==> src/vag_pkg.sv <==
// ---------------------------------------------------------------------------
// vag_pkg
// Shared widths, codes, payload types and coefficient tables for the VAG
// ADPCM decoder.
// ---------------------------------------------------------------------------
package vag_pkg;

   localparam int SAMPLE_INDEX_BITS     = 20;
   localparam int HISTORY_FRACTION_BITS = 18;
   localparam int OUT_IDX_W             = 20;

   localparam int HIST_W     = 40;
   localparam int ACC_W      = HIST_W + 3;
   localparam int COEF_W     = 8;
   localparam int PROD_W     = HIST_W + COEF_W;
   localparam int COEF_SHIFT = 6;
   localparam int TERM_EXP   = HISTORY_FRACTION_BITS + 12;
   localparam int TERM_SH_W  = $clog2(TERM_EXP + 1);
   localparam int RND_W      = HIST_W + 1 - HISTORY_FRACTION_BITS;

   localparam int PCM_POS_LIMIT = 32767;
   localparam int PCM_NEG_LIMIT = 32768;

   localparam logic [3:0] LOOP_START_MASK = 4'hE;
   localparam logic [3:0] LOOP_START_CODE = 4'h6;
   localparam logic [3:0] LOOP_END_CODE_A = 4'h3;
   localparam logic [3:0] LOOP_END_CODE_B = 4'h7;
   localparam int         LOOP_PAD        = 28;

   localparam logic [3:0] FILTER_NONE  = 4'd0;
   localparam logic [3:0] FILTER_ONE   = 4'd1;
   localparam logic [3:0] FILTER_TWO   = 4'd2;
   localparam logic [3:0] FILTER_THREE = 4'd3;
   localparam logic [3:0] FILTER_FOUR  = 4'd4;

   localparam logic [3:0] POS_SHIFT_FILTER = 4'd0;
   localparam logic [3:0] POS_LOOP_FLAGS   = 4'd1;

   typedef logic [SAMPLE_INDEX_BITS-1:0] idx_type;

   typedef struct packed {
      logic [7:0] vag_byte;
      logic       sound_start;
   } vag_req_type;

   typedef struct packed {
      logic signed [15:0]     pcm_sample;
      logic [OUT_IDX_W-1:0]   sample_index;
      logic [OUT_IDX_W-1:0]   loop_start;
      logic [OUT_IDX_W-1:0]   loop_length;
      logic                   pair_last;
   } vag_rsp_type;

   typedef struct packed {
      logic       start;
      logic       clear;
      logic [3:0] nibble;
      logic [7:0] shift_filter;
   } pred_ctl_type;

   typedef struct packed {
      logic               done;
      logic signed [15:0] pcm;
   } pred_stat_type;

   typedef enum logic [1:0] {
      PRED_IDLE,
      PRED_MUL_ONE,
      PRED_MUL_TWO,
      PRED_ROUND
   } pred_state_type;

   typedef enum logic [2:0] {
      ST_IDLE,
      ST_RUN_LO,
      ST_PUT_LO,
      ST_RUN_HI,
      ST_PUT_HI
   } top_state_type;

   function automatic logic signed [COEF_W-1:0] coef_one(input logic [3:0] filt);
      logic signed [COEF_W-1:0] k;
      case (filt)
         FILTER_ONE:   k = COEF_W'(60);
         FILTER_TWO:   k = COEF_W'(115);
         FILTER_THREE: k = COEF_W'(98);
         FILTER_FOUR:  k = COEF_W'(122);
         default:      k = '0;
      endcase
      return k;
   endfunction

   function automatic logic signed [COEF_W-1:0] coef_two(input logic [3:0] filt);
      logic signed [COEF_W-1:0] k;
      case (filt)
         FILTER_TWO:   k = -COEF_W'(52);
         FILTER_THREE: k = -COEF_W'(55);
         FILTER_FOUR:  k = -COEF_W'(60);
         default:      k = '0;
      endcase
      return k;
   endfunction

   function automatic logic [OUT_IDX_W-1:0] fit_idx(input idx_type v);
      logic [OUT_IDX_W+SAMPLE_INDEX_BITS-1:0] wide;
      wide = {{OUT_IDX_W{1'b0}}, v};
      return wide[OUT_IDX_W-1:0];
   endfunction

endpackage

==> src/vag_predictor.sv <==
// ---------------------------------------------------------------------------
// vag_predictor
// Two-tap ADPCM predictor around one shared multiplier, with the history
// registers, saturation and output rounding. One sample per start pulse.
// ---------------------------------------------------------------------------
module vag_predictor
   import vag_pkg::*;
(
   input  logic          clock,
   input  logic          reset,
   input  pred_ctl_type  ctl,
   output pred_stat_type stat
);

   pred_state_type state_ff, state_in;
   logic signed [HIST_W-1:0] hist_one_ff, hist_one_in;
   logic signed [HIST_W-1:0] hist_two_ff, hist_two_in;
   logic signed [ACC_W-1:0]  acc_ff, acc_in;
   logic signed [15:0]       pcm_ff, pcm_in;
   logic                     done_ff, done_in;

   logic [3:0]               shift;
   logic [3:0]               filt;
   logic signed [HIST_W-1:0] mul_hist;
   logic signed [COEF_W-1:0] mul_coef;
   logic signed [PROD_W-1:0] prod;
   logic signed [ACC_W-1:0]  prod_scaled;
   logic signed [ACC_W-1:0]  sum;
   logic signed [HIST_W-1:0] sum_sat;
   logic signed [ACC_W-1:0]  term;
   logic [TERM_SH_W-1:0]     term_sh;
   logic [HIST_W:0]          hist_ext;
   logic [HIST_W:0]          mag;
   logic [HIST_W:0]          mag_half;
   logic [RND_W-1:0]         rnd;
   logic [RND_W-1:0]         rnd_neg;

   assign shift = ctl.shift_filter[3:0];
   assign filt  = ctl.shift_filter[7:4];

   // shared multiplier: first tap, then second tap
   assign mul_hist    = (state_ff == PRED_MUL_TWO) ? hist_two_ff : hist_one_ff;
   assign mul_coef    = (state_ff == PRED_MUL_TWO) ? coef_two(filt) : coef_one(filt);
   assign prod        = mul_hist * mul_coef;
   assign prod_scaled = ACC_W'($signed(prod[PROD_W-1:COEF_SHIFT]));
   assign sum         = acc_ff + prod_scaled;

   assign sum_sat = (sum[ACC_W-1:HIST_W-1] == {(ACC_W-HIST_W+1){sum[ACC_W-1]}})
                  ? sum[HIST_W-1:0]
                  : {sum[ACC_W-1], {(HIST_W-1){~sum[ACC_W-1]}}};

   assign term_sh = TERM_SH_W'(TERM_EXP) - TERM_SH_W'(shift);
   assign term    = ACC_W'($signed(ctl.nibble)) <<< term_sh;

   // round half away from zero
   assign hist_ext = {hist_one_ff[HIST_W-1], hist_one_ff};
   assign mag      = hist_one_ff[HIST_W-1] ? (~hist_ext + 1'b1) : hist_ext;
   assign mag_half = mag + ((HIST_W+1)'(1) << (HISTORY_FRACTION_BITS - 1));
   assign rnd      = RND_W'(mag_half >> HISTORY_FRACTION_BITS);
   assign rnd_neg  = ~rnd + 1'b1;

   always_comb begin
      state_in    = state_ff;
      acc_in      = acc_ff;
      hist_one_in = hist_one_ff;
      hist_two_in = hist_two_ff;
      pcm_in      = pcm_ff;
      done_in     = 1'b0;
      unique case (state_ff)
         PRED_IDLE: begin
            if (ctl.start) begin
               acc_in   = term;
               state_in = PRED_MUL_ONE;
            end
         end
         PRED_MUL_ONE: begin
            acc_in   = sum;
            state_in = PRED_MUL_TWO;
         end
         PRED_MUL_TWO: begin
            hist_two_in = hist_one_ff;
            hist_one_in = sum_sat;
            state_in    = PRED_ROUND;
         end
         PRED_ROUND: begin
            if (hist_one_ff[HIST_W-1]) begin
               pcm_in = (rnd > RND_W'(PCM_NEG_LIMIT)) ? -16'sd32768 : $signed(rnd_neg[15:0]);
            end else begin
               pcm_in = (rnd > RND_W'(PCM_POS_LIMIT)) ? 16'sd32767 : $signed(rnd[15:0]);
            end
            done_in  = 1'b1;
            state_in = PRED_IDLE;
         end
         default: begin
            state_in = PRED_IDLE;
         end
      endcase
      if (ctl.clear) begin
         hist_one_in = '0;
         hist_two_in = '0;
      end
   end

   always_ff @(posedge clock) begin
      if (reset) begin
         state_ff    <= PRED_IDLE;
         done_ff     <= 1'b0;
         hist_one_ff <= '0;
         hist_two_ff <= '0;
      end else begin
         state_ff    <= state_in;
         done_ff     <= done_in;
         hist_one_ff <= hist_one_in;
         hist_two_ff <= hist_two_in;
      end
   end

   always_ff @(posedge clock) begin
      acc_ff <= acc_in;
      pcm_ff <= pcm_in;
   end

   assign stat.done = done_ff;
   assign stat.pcm  = pcm_ff;

endmodule

==> src/vag_adpcm_decoder.sv <==
// ---------------------------------------------------------------------------
// vag_adpcm_decoder
// Stream decoder for VAG ADPCM: 16-byte frames, two samples per data byte.
// ---------------------------------------------------------------------------
// One byte is taken per request. The shift/filter byte and the loop flag
// byte of each frame give no sample and leave the decoder ready for the
// next byte. A data byte gives two samples, low nibble first, and no new
// request is taken until both are loaded into the output register. Each
// sample runs through the shared multiplier twice (one pass per
// predictor tap), is then rounded, handed over to the decoder and
// loaded into the output register. A sample waits while the output
// stays stalled.
// The next request is taken while the last sample still sits in the
// output register. Assert sound_start on the first byte of a sound to
// clear the history, sample counter and loop values.
// ---------------------------------------------------------------------------
module vag_adpcm_decoder
   import vag_pkg::*;
(
   input  logic        clock,
   input  logic        reset,
   input  logic        req_valid,
   output logic        req_stall,
   input  vag_req_type req_data,
   output logic        rsp_valid,
   input  logic        rsp_stall,
   output vag_rsp_type rsp_data
);

   top_state_type state_ff, state_in;
   logic [3:0]    pos_ff, pos_in;
   logic [7:0]    sf_ff, sf_in;
   logic [7:0]    byte_ff, byte_in;
   idx_type       cnt_ff, cnt_in;
   idx_type       begin_ff, begin_in;
   idx_type       span_ff, span_in;
   logic          rsp_valid_ff, rsp_valid_in;
   vag_rsp_type   rsp_ff, rsp_in;

   pred_ctl_type  pred_ctl;
   pred_stat_type pred_stat;

   logic                       req_accept;
   logic                       start_now;
   logic                       out_free;
   logic                       rsp_load;
   logic                       pair_last;
   logic [3:0]                 pos_eff;
   idx_type                    cnt_eff;
   idx_type                    begin_eff;
   idx_type                    span_eff;
   idx_type                    cnt_inc;
   idx_type                    begin_new;
   logic [SAMPLE_INDEX_BITS:0] span_wide;
   logic [SAMPLE_INDEX_BITS:0] span_diff;

   vag_predictor u_predictor (
      .clock (clock),
      .reset (reset),
      .ctl   (pred_ctl),
      .stat  (pred_stat)
   );

   assign req_accept = req_valid && (state_ff == ST_IDLE);
   assign req_stall  = (state_ff != ST_IDLE);
   assign start_now  = req_accept && req_data.sound_start;
   assign out_free   = !rsp_valid_ff || !rsp_stall;

   assign pos_eff   = start_now ? '0 : pos_ff;
   assign cnt_eff   = start_now ? '0 : cnt_ff;
   assign begin_eff = start_now ? '0 : begin_ff;
   assign span_eff  = start_now ? '0 : span_ff;
   assign cnt_inc   = (cnt_ff == '1) ? cnt_ff : cnt_ff + idx_type'(1);

   always_comb begin
      state_in  = state_ff;
      pos_in    = pos_ff;
      sf_in     = sf_ff;
      byte_in   = byte_ff;
      cnt_in    = cnt_ff;
      begin_in  = begin_ff;
      span_in   = span_ff;
      rsp_load  = 1'b0;
      pair_last = 1'b0;
      begin_new = begin_eff;
      span_wide = '0;
      span_diff = '0;

      pred_ctl.start        = 1'b0;
      pred_ctl.clear        = start_now;
      pred_ctl.nibble       = byte_ff[7:4];
      pred_ctl.shift_filter = sf_ff;

      unique case (state_ff)
         ST_IDLE: begin
            if (req_accept) begin
               cnt_in   = cnt_eff;
               begin_in = begin_eff;
               span_in  = span_eff;
               case (pos_eff)
                  POS_SHIFT_FILTER: begin
                     sf_in  = req_data.vag_byte;
                     pos_in = POS_LOOP_FLAGS;
                  end
                  POS_LOOP_FLAGS: begin
                     if ((req_data.vag_byte[3:0] & LOOP_START_MASK) == LOOP_START_CODE) begin
                        begin_new = cnt_eff;
                     end
                     begin_in = begin_new;
                     if (req_data.vag_byte[3:0] == LOOP_END_CODE_A ||
                         req_data.vag_byte[3:0] == LOOP_END_CODE_B) begin
                        span_wide = {1'b0, cnt_eff} + (SAMPLE_INDEX_BITS+1)'(LOOP_PAD);
                        span_diff = (span_wide >= {1'b0, begin_new})
                                  ? span_wide - {1'b0, begin_new} : '0;
                        span_in   = span_diff[SAMPLE_INDEX_BITS]
                                  ? '1 : span_diff[SAMPLE_INDEX_BITS-1:0];
                     end
                     pos_in = pos_eff + 4'd1;
                  end
                  default: begin
                     byte_in         = req_data.vag_byte;
                     pos_in          = pos_eff + 4'd1;
                     pred_ctl.start  = 1'b1;
                     pred_ctl.nibble = req_data.vag_byte[3:0];
                     state_in        = ST_RUN_LO;
                  end
               endcase
            end
         end
         ST_RUN_LO: begin
            if (pred_stat.done) begin
               state_in = ST_PUT_LO;
            end
         end
         ST_PUT_LO: begin
            if (out_free) begin
               rsp_load       = 1'b1;
               cnt_in         = cnt_inc;
               pred_ctl.start = 1'b1;
               state_in       = ST_RUN_HI;
            end
         end
         ST_RUN_HI: begin
            if (pred_stat.done) begin
               state_in = ST_PUT_HI;
            end
         end
         ST_PUT_HI: begin
            if (out_free) begin
               rsp_load  = 1'b1;
               pair_last = 1'b1;
               cnt_in    = cnt_inc;
               state_in  = ST_IDLE;
            end
         end
         default: begin
            state_in = ST_IDLE;
         end
      endcase

      rsp_in.pcm_sample   = pred_stat.pcm;
      rsp_in.sample_index = fit_idx(cnt_ff);
      rsp_in.loop_start   = fit_idx(begin_ff);
      rsp_in.loop_length  = fit_idx(span_ff);
      rsp_in.pair_last    = pair_last;
      rsp_valid_in        = rsp_load || (rsp_valid_ff && rsp_stall);
   end

   always_ff @(posedge clock) begin
      if (reset) begin
         state_ff     <= ST_IDLE;
         pos_ff       <= '0;
         sf_ff        <= '0;
         cnt_ff       <= '0;
         begin_ff     <= '0;
         span_ff      <= '0;
         rsp_valid_ff <= 1'b0;
      end else begin
         state_ff     <= state_in;
         pos_ff       <= pos_in;
         sf_ff        <= sf_in;
         cnt_ff       <= cnt_in;
         begin_ff     <= begin_in;
         span_ff      <= span_in;
         rsp_valid_ff <= rsp_valid_in;
      end
   end

   always_ff @(posedge clock) begin
      byte_ff <= byte_in;
      if (rsp_load) begin
         rsp_ff <= rsp_in;
      end
   end

   assign rsp_valid = rsp_valid_ff;
   assign rsp_data  = rsp_ff;

   // predictor only finishes while a sample is awaited
   a_done_in_run: assert property (@(posedge clock) disable iff (reset)
      pred_stat.done |-> (state_ff == ST_RUN_LO || state_ff == ST_RUN_HI))
      else $error("predictor done outside a run state");

   // sample counter never goes back within a sound
   a_count_monotonic: assert property (@(posedge clock) disable iff (reset)
      !start_now |=> (cnt_ff >= $past(cnt_ff)))
      else $error("sample counter decreased without a sound start");

   // loop length never exceeds the samples seen plus one frame
   a_span_bound: assert property (@(posedge clock) disable iff (reset)
      ({1'b0, span_ff} <= ({1'b0, cnt_ff} + (SAMPLE_INDEX_BITS+1)'(LOOP_PAD))))
      else $error("loop length beyond sample count");

endmodule
==> config.mk <==
export PLATFORM = sky130hd
export DESIGN_NAME = vag_adpcm_decoder
export DESIGN_NICKNAME = d
export VERILOG_FILES = /design/src/vag_pkg.sv /design/src/vag_predictor.sv /design/src/vag_adpcm_decoder.sv
export SDC_FILE = /design/constraint.sdc
export NUM_CORES = 2
export LEC_CHECK = 0
export BUFFER_PORTS_ARGS = -buffer_cell sky130_fd_sc_hd__buf_4
export CAP_MARGIN = 20
export CORE_ASPECT_RATIO = 0.7
export CORE_MARGIN = 2
export CORE_UTILIZATION = 45
export CTS_CLUSTER_SIZE = 28
export DETAILED_ROUTE_END_ITERATION = 16
export MAX_ROUTING_LAYER = met4
export PLACE_DENSITY_LB_ADDON = 0.3
export RECOVER_POWER = 25
export SLEW_MARGIN = 10
export SYNTH_ARGS = -nofsm -noshare
export SYNTH_HDL_FRONTEND = slang
export SYNTH_HIERARCHICAL = 1
export SYNTH_SLANG_ARGS = --single-unit
==> constraint.sdc <==
create_clock -name clock -period 26.5 [get_ports clock]
set_input_delay 6.625 -clock clock [delete_from_list [all_inputs] [get_ports clock]]
set_output_delay 6.625 -clock clock [all_outputs]
set_load 0.005 [all_outputs]
* Word-level counts from Yosys, hierarchy flattened
Cells that the tools add are included.
** Storage, ports and cells
- Output and inout bits :: 79
- Register bits :: 303
** Cells by class
- $lt $le $gt $ge :: 3
- Add/subtract/negate cells :: 9
- Shifts and indexed selects :: 1
- Eq/ne operators :: 26
- Bitwise operators :: 4
- Muxes and demuxes :: 47
- Multiply operators :: 1
- Reductions and logical operators :: 23
** Operators by type and width (count)
- $mux W20 :: 14
- $pmux W43 S2 :: 1
- $mux W40 :: 2
- $mul A40 B8 Y48 :: 1
- $mux W16 :: 3
- $add A43 B42 Y43 :: 1
- $mux W43 :: 1
- $sshl A4 B5 Y43 :: 1
- $add A41 B1 Y41 const B :: 1
- $add A41 B18 Y41 const B :: 1
- $mux W41 :: 1
- $not A41 Y41 :: 1
- $pmux W20 S2 :: 1
- $pmux W7 S4 :: 1
- $pmux W8 S3 :: 1
- $gt A23 B15 Y1 const B :: 1
- $gt A23 B16 Y1 const B :: 1
- $add A20 B5 Y21 const B :: 1
- $ge A21 B20 Y1 :: 1
- $mux W21 :: 1
- $sub A21 B20 Y21 :: 1
- $add A20 B1 Y20 const B :: 1
- $eq A20 B20 Y1 const B :: 1
- $mux W4 :: 5
- other kinds (36) :: 70

* Longest topological paths before layout
- Depth after elaboration :: 13
- Depth in mapped cells :: 42

* By module
Netlist, hierarchy kept.
** By module, submodules not included
- vag_predictor :: sequential area each 3433.3 sq um, cells each 2486, times used 1, area an instance 20731.1 sq um
- vag_adpcm_decoder :: sequential area each 3953.8 sq um, cells each 783, times used 1, area an instance 7805.0 sq um

* Worst setup path before layout
OpenSTA, ideal clock, no wires.
- Path type :: input-to-reg
- From :: input port rsp_stall
- To :: register rsp_ff, in the netlist rsp_data[0], enable pin
- Required time :: 25.962 ns
- Slack :: 15.686 ns
- Data arrival time :: 10.276 ns
- Stages on the path :: 1
- Path through :: a21oi_1
** On the way
- Longest elaborated chain between the ends :: 4
** Ends and longest elaborated chain
- from (decl) :: line vag_adpcm_decoder.sv:26 : input logic rsp_stall,
- $logic_not A1 Y1 :: line vag_adpcm_decoder.sv:67 : assign out_free = !rsp_valid_ff || !rsp_stall;
- $logic_or A1 B1 Y1 :: line vag_adpcm_decoder.sv:67
- $mux W1 :: line vag_adpcm_decoder.sv:136, vag_adpcm_decoder.sv:149
- $mux W1
- to (signal assigned) :: line vag_adpcm_decoder.sv:192 : rsp_ff <= rsp_in;
- to (decl) :: line vag_adpcm_decoder.sv:38 : vag_rsp_type rsp_ff, rsp_in;
Every way passes these cells.
A chain may end at the register's enable or synchronous reset.

* Final worst setup path
- From :: register u_predictor.state_ff[0]
- To :: register u_predictor.hist_one_ff[21]
** On the way
- Longest elaborated chain between the ends :: 6
- Elaborated cells between the ends (all ways) :: 8
- Classes of those cells :: add/sub (1); mul (1); eq/ne (2); mux (3); bitwise (1)
** Ends and longest elaborated chain
- from (decl) :: line vag_predictor.sv:15 : pred_state_type state_ff, state_in;
- from (signal assigned) :: line vag_predictor.sv:111 : state_ff <= state_in;
- $eq A2 B2 Y1 * :: line vag_predictor.sv:42, vag_predictor.sv:43, vag_predictor.sv:69
- $mux W40 or $mux W8 (tied branches) :: line vag_predictor.sv:42, vag_predictor.sv:43
- $mul A40 B8 Y48 :: line vag_predictor.sv:44 : assign prod = mul_hist * mul_coef;
- $add A43 B42 Y43 :: line vag_predictor.sv:46 : assign sum = acc_ff + prod_scaled;
- $eq A3 B3 Y1 or $not A1 Y1 (tied branches) :: line vag_predictor.sv:48, vag_predictor.sv:50
- $mux W40 :: line vag_predictor.sv:49 : ? sum[HIST_W-1:0]
- to (signal assigned) :: line vag_predictor.sv:113 : hist_one_ff <= hist_one_in;
- to (decl) :: line vag_predictor.sv:16 : logic signed [HIST_W-1:0] hist_one_ff, hist_one_in;
Every way passes the cells marked *; elsewhere a longest branch is shown, timed or not.

==> reports/qor.yml <==
logic_synthesis:
  async_flop_share: 0
  avgSynthCellArea_um2: 8.729
  synth_edf_count: 140
  syn_area_um2: 28540
  synth_warnings: 6
  syn_nets: 3701
  syn_inst: 3269
  synth_cell_type_count: 106
  ys_ff_latch: 299
  yosysSeqAreaShare: 0.2589
  synth_ff_type: "dfxtp_1"
clock_tree:
  clk_path_buf_depth: 3
  ctsResizeCount: 0
  clock_sinks: 299
  path_clk_slew_ns: 0.06
  cts_buffers: 34
  cts-root-buf: "clkbuf_16"
  htree_levels: 2
  cts_setup_buffers: 0
  cts_tree: "done"
  hold_buffers: 0
  clock_latency_ns: 0.57
layout:
  final_area_um2: 30910
  area_delta_synth_final_pct: 8.326
  final_nets: 3694
  drive_gt1_frac: 0.07603
routing:
  vias_per_cell: 5.855
  drt-initial-drc-count: 2697
  drtAntennaViolNets: 0
  drtPass1Iterations: 6
  drc: 0
  wirelength_mm: 83.96
  num_vias: 24111
  avgRoutedWirePerCell_um: 20.39
global_route:
  grt_pass1_vias: 22598
  grt_max_degree: 81
  antenna_found_initial: 1
  overflow: 0
  grt_pass1_wl_mm: 133.8
  grt_usage: 0.2657
sta:
  hold_viol: 0
  finalClockSkew_ns: 0.03259
  final.period_utilization: 0.5566
  max_freq_mhz: 67.80
  period_needed_ns: 14.75
  worstMarginPinSlew_ns: 2.908
  finalSetupViolations: 0
  rsz0062_at_grt: "false"
  relSlewSlack: -0.9385
  fin_tns_setup_ns: 0
  setup_slack_ns: 11.75
  slew_violations: 136
floorplanning:
  ioPinCount: 92
  die_w_um: 305.0
  row_count: 77
  dieHeight_um: 214.7
  initial_utilization: 0.4536
  die_area_um2: 65480
  core_um2: 62910
worst_setup_path:
  reg2reg_from: "u_predictor/state_ff[0]"
  crit_slowest_cell: "ha_1"
  r2r_slack_ns: 11.75
  critical_path.max_stage_delay_ns: 2.13
  end_kind: "register"
  path_class: "register to register"
  r2r-end: "u_predictor/hist_one_ff[21]"
  required_ns: 26.89
  reg2reg_depth: 39
  crit_fanout: 60
  cp-start-kind: "register"
  arrival_ns: 15.14
power:
  irDropWorstVdd_v: 0.00003840
  power-per-cell-area_nw_per_um2: 56.02
  power.leakage_nw: 13.65
outcome:
  violations: "capacitance limit, slew limit"
  status: "complete, but fails checks"
placement:
  placed_cell_area_um2: 29800
  dp_slack_ns: 13.99
  hpwl_mm: 64.96
  portBuffers: 91
  gp_congestion: 0.9553
worst_hold_path:
  hp-class: "register to register"
  hold_start: "u_predictor/pcm_ff[3]"
  hold_end: "rsp_data[64]"
  min_path_cells: 0
run:
  maxCapViolCount: 4
sequential cells by signal, indices dropped and copies added (netlist names):
name                     count
byte_ff                      4
u_predictor/hist_one_ff     40
rsp_data                    77
u_predictor/hist_two_ff     40
sf_ff                        8
rsp_valid                    1
pos_ff                       4
u_predictor/state_ff         2
span_ff                     20
u_predictor/pcm_ff          16
cnt_ff                      20
u_predictor/acc_ff          43
begin_ff                    20
u_predictor/done_ff          1
state_ff                     3
metal layers:
| layer | vias up | track usage | share of wire |
|---|---|---|---|
| li1 | 11190 | - | - |
| met1 | 11619 | 0.4286 | 0.49 |
| met2 | 1223 | 0.3248 | 0.37 |
| met3 | 79 | 0.06558 | 0.12 |
| met4 | 0 | 0.04769 | 0.015 |
| met5 | - | - | 0 |
critical path: cells and delay by family, from the launching register on:
| kind | cells | cell delay [ns] |
|---|---|---|
| adder cells (fa/ha/maj) | 7 | 4.76 |
| AO/OA/AOI/OAI | 14 | 4.03 |
| flip-flops | 1 | 0.34 |
| buffers and inverters | 7 | 2.19 |
| XOR/XNOR | 2 | 0.36 |
| AND/OR/NAND/NOR | 9 | 2.78 |
cells in the final DEF, fill, tap and decap left out, drive strengths merged, types with 21 or more instances in the layout:
master / instances
a211oi: 26
a21boi: 37
a21o: 60
a21oi: 174
a22oi: 25
a31oi: 27
and3: 52
buf: 111
clkbuf: 47
dfxtp: 159
edfxtp: 140
fa: 247
ha: 172
inv: 390
mux2i: 69
nand2: 245
nand2b: 30
nand3: 67
nand4: 29
nor2: 502
nor2b: 21
nor3: 52
nor4: 22
o21ai: 89
o221ai: 38
o31ai: 23
or3: 31
xnor2: 86
xor2: 59
logic make-up after synthesis:
kind of cell             Yosys count  synth area share
adder cells (fa/ha/maj)          419            0.2487
AND/OR/NAND/NOR                 1135            0.1863
multiplexers                      75           0.02657
flip-flops                       299            0.2589
buffers and inverters            550           0.07673
XOR/XNOR                         145           0.04608
AO/OA/AOI/OAI                    646            0.1568
metrics by stage:
stage | hold slack, ns | util | total power, mW | cells
CTS | 0.4198 | 0.4922 | 1.725 | 4117
finish | 0.4180 | 0.4914 | 1.732 | 4118
global placement | 0.4004 | 0.4736 | 1.209 | 4055
detailed placement | 0.4056 | 0.4736 | 1.213 | 4055
floorplan | 0.4003 | - | 1.038 | 3269
global route | 0.4257 | 0.4913 | 1.821 | 4117
synthesized netlist by cell type (all sizes together), types with 27 or more instances:
library cell	instances	area share
dfxtp	159	0.11
a21boi	37	0.0097
nand3	67	0.012
nor3	52	0.010
ha	172	0.075
o21ai	89	0.016
xnor2	86	0.027
mux2i	69	0.024
and3	52	0.012
fa	247	0.17
nand4	29	0.0066
or3	31	0.0068
buf	50	0.011
nor2	502	0.067
inv	387	0.051
edfxtp	140	0.15
a21oi	174	0.031
xor2	59	0.019
nand2b	30	0.0066
nand2	245	0.032
o221ai	38	0.012
a31oi	27	0.0067
clkbuf	109	0.014
a21o	60	0.016
final cells by class:
class	count	area [µm²]
sequential	299	7388
tap	829	1037
clock inverter	22	252.7
multi-input combinational	2420	19000
antenna	1	2.502
timing repair buffer	118	859.6
clock buffer	40	914.6
inverter	389	1460
fill	5964	32000
power by group:
| group | switching (mW) | internal, mW | leakage (nW) |
|---|---|---|---|
| registers | 0.0243 | 0.527 | 2.51 |
| logic | 0.459 | 0.214 | 10.6 |
| clock network | 0.218 | 0.290 | 0.569 |
| total | 0.701 | 1.03 | 13.6 |
worst max path at each step:
stage	startpoint	end	slack [ns]	depth (start not counted)
after floorplan	rsp_stall	rsp_data[0]	15.69	1
after detailed placement	u_predictor/state_ff[0]	u_predictor/hist_one_ff[13]	13.99	39
final	u_predictor/state_ff[0]	u_predictor/hist_one_ff[21]	11.75	39
after global placement	u_predictor/state_ff[0]	u_predictor/hist_one_ff[18]	14.42	39
after global routing	u_predictor/state_ff[0]	u_predictor/hist_one_ff[19]	10.88	38
after CTS	u_predictor/state_ff[0]	u_predictor/hist_one_ff[21]	13.92	39
(Power assumes the default switching activity.)
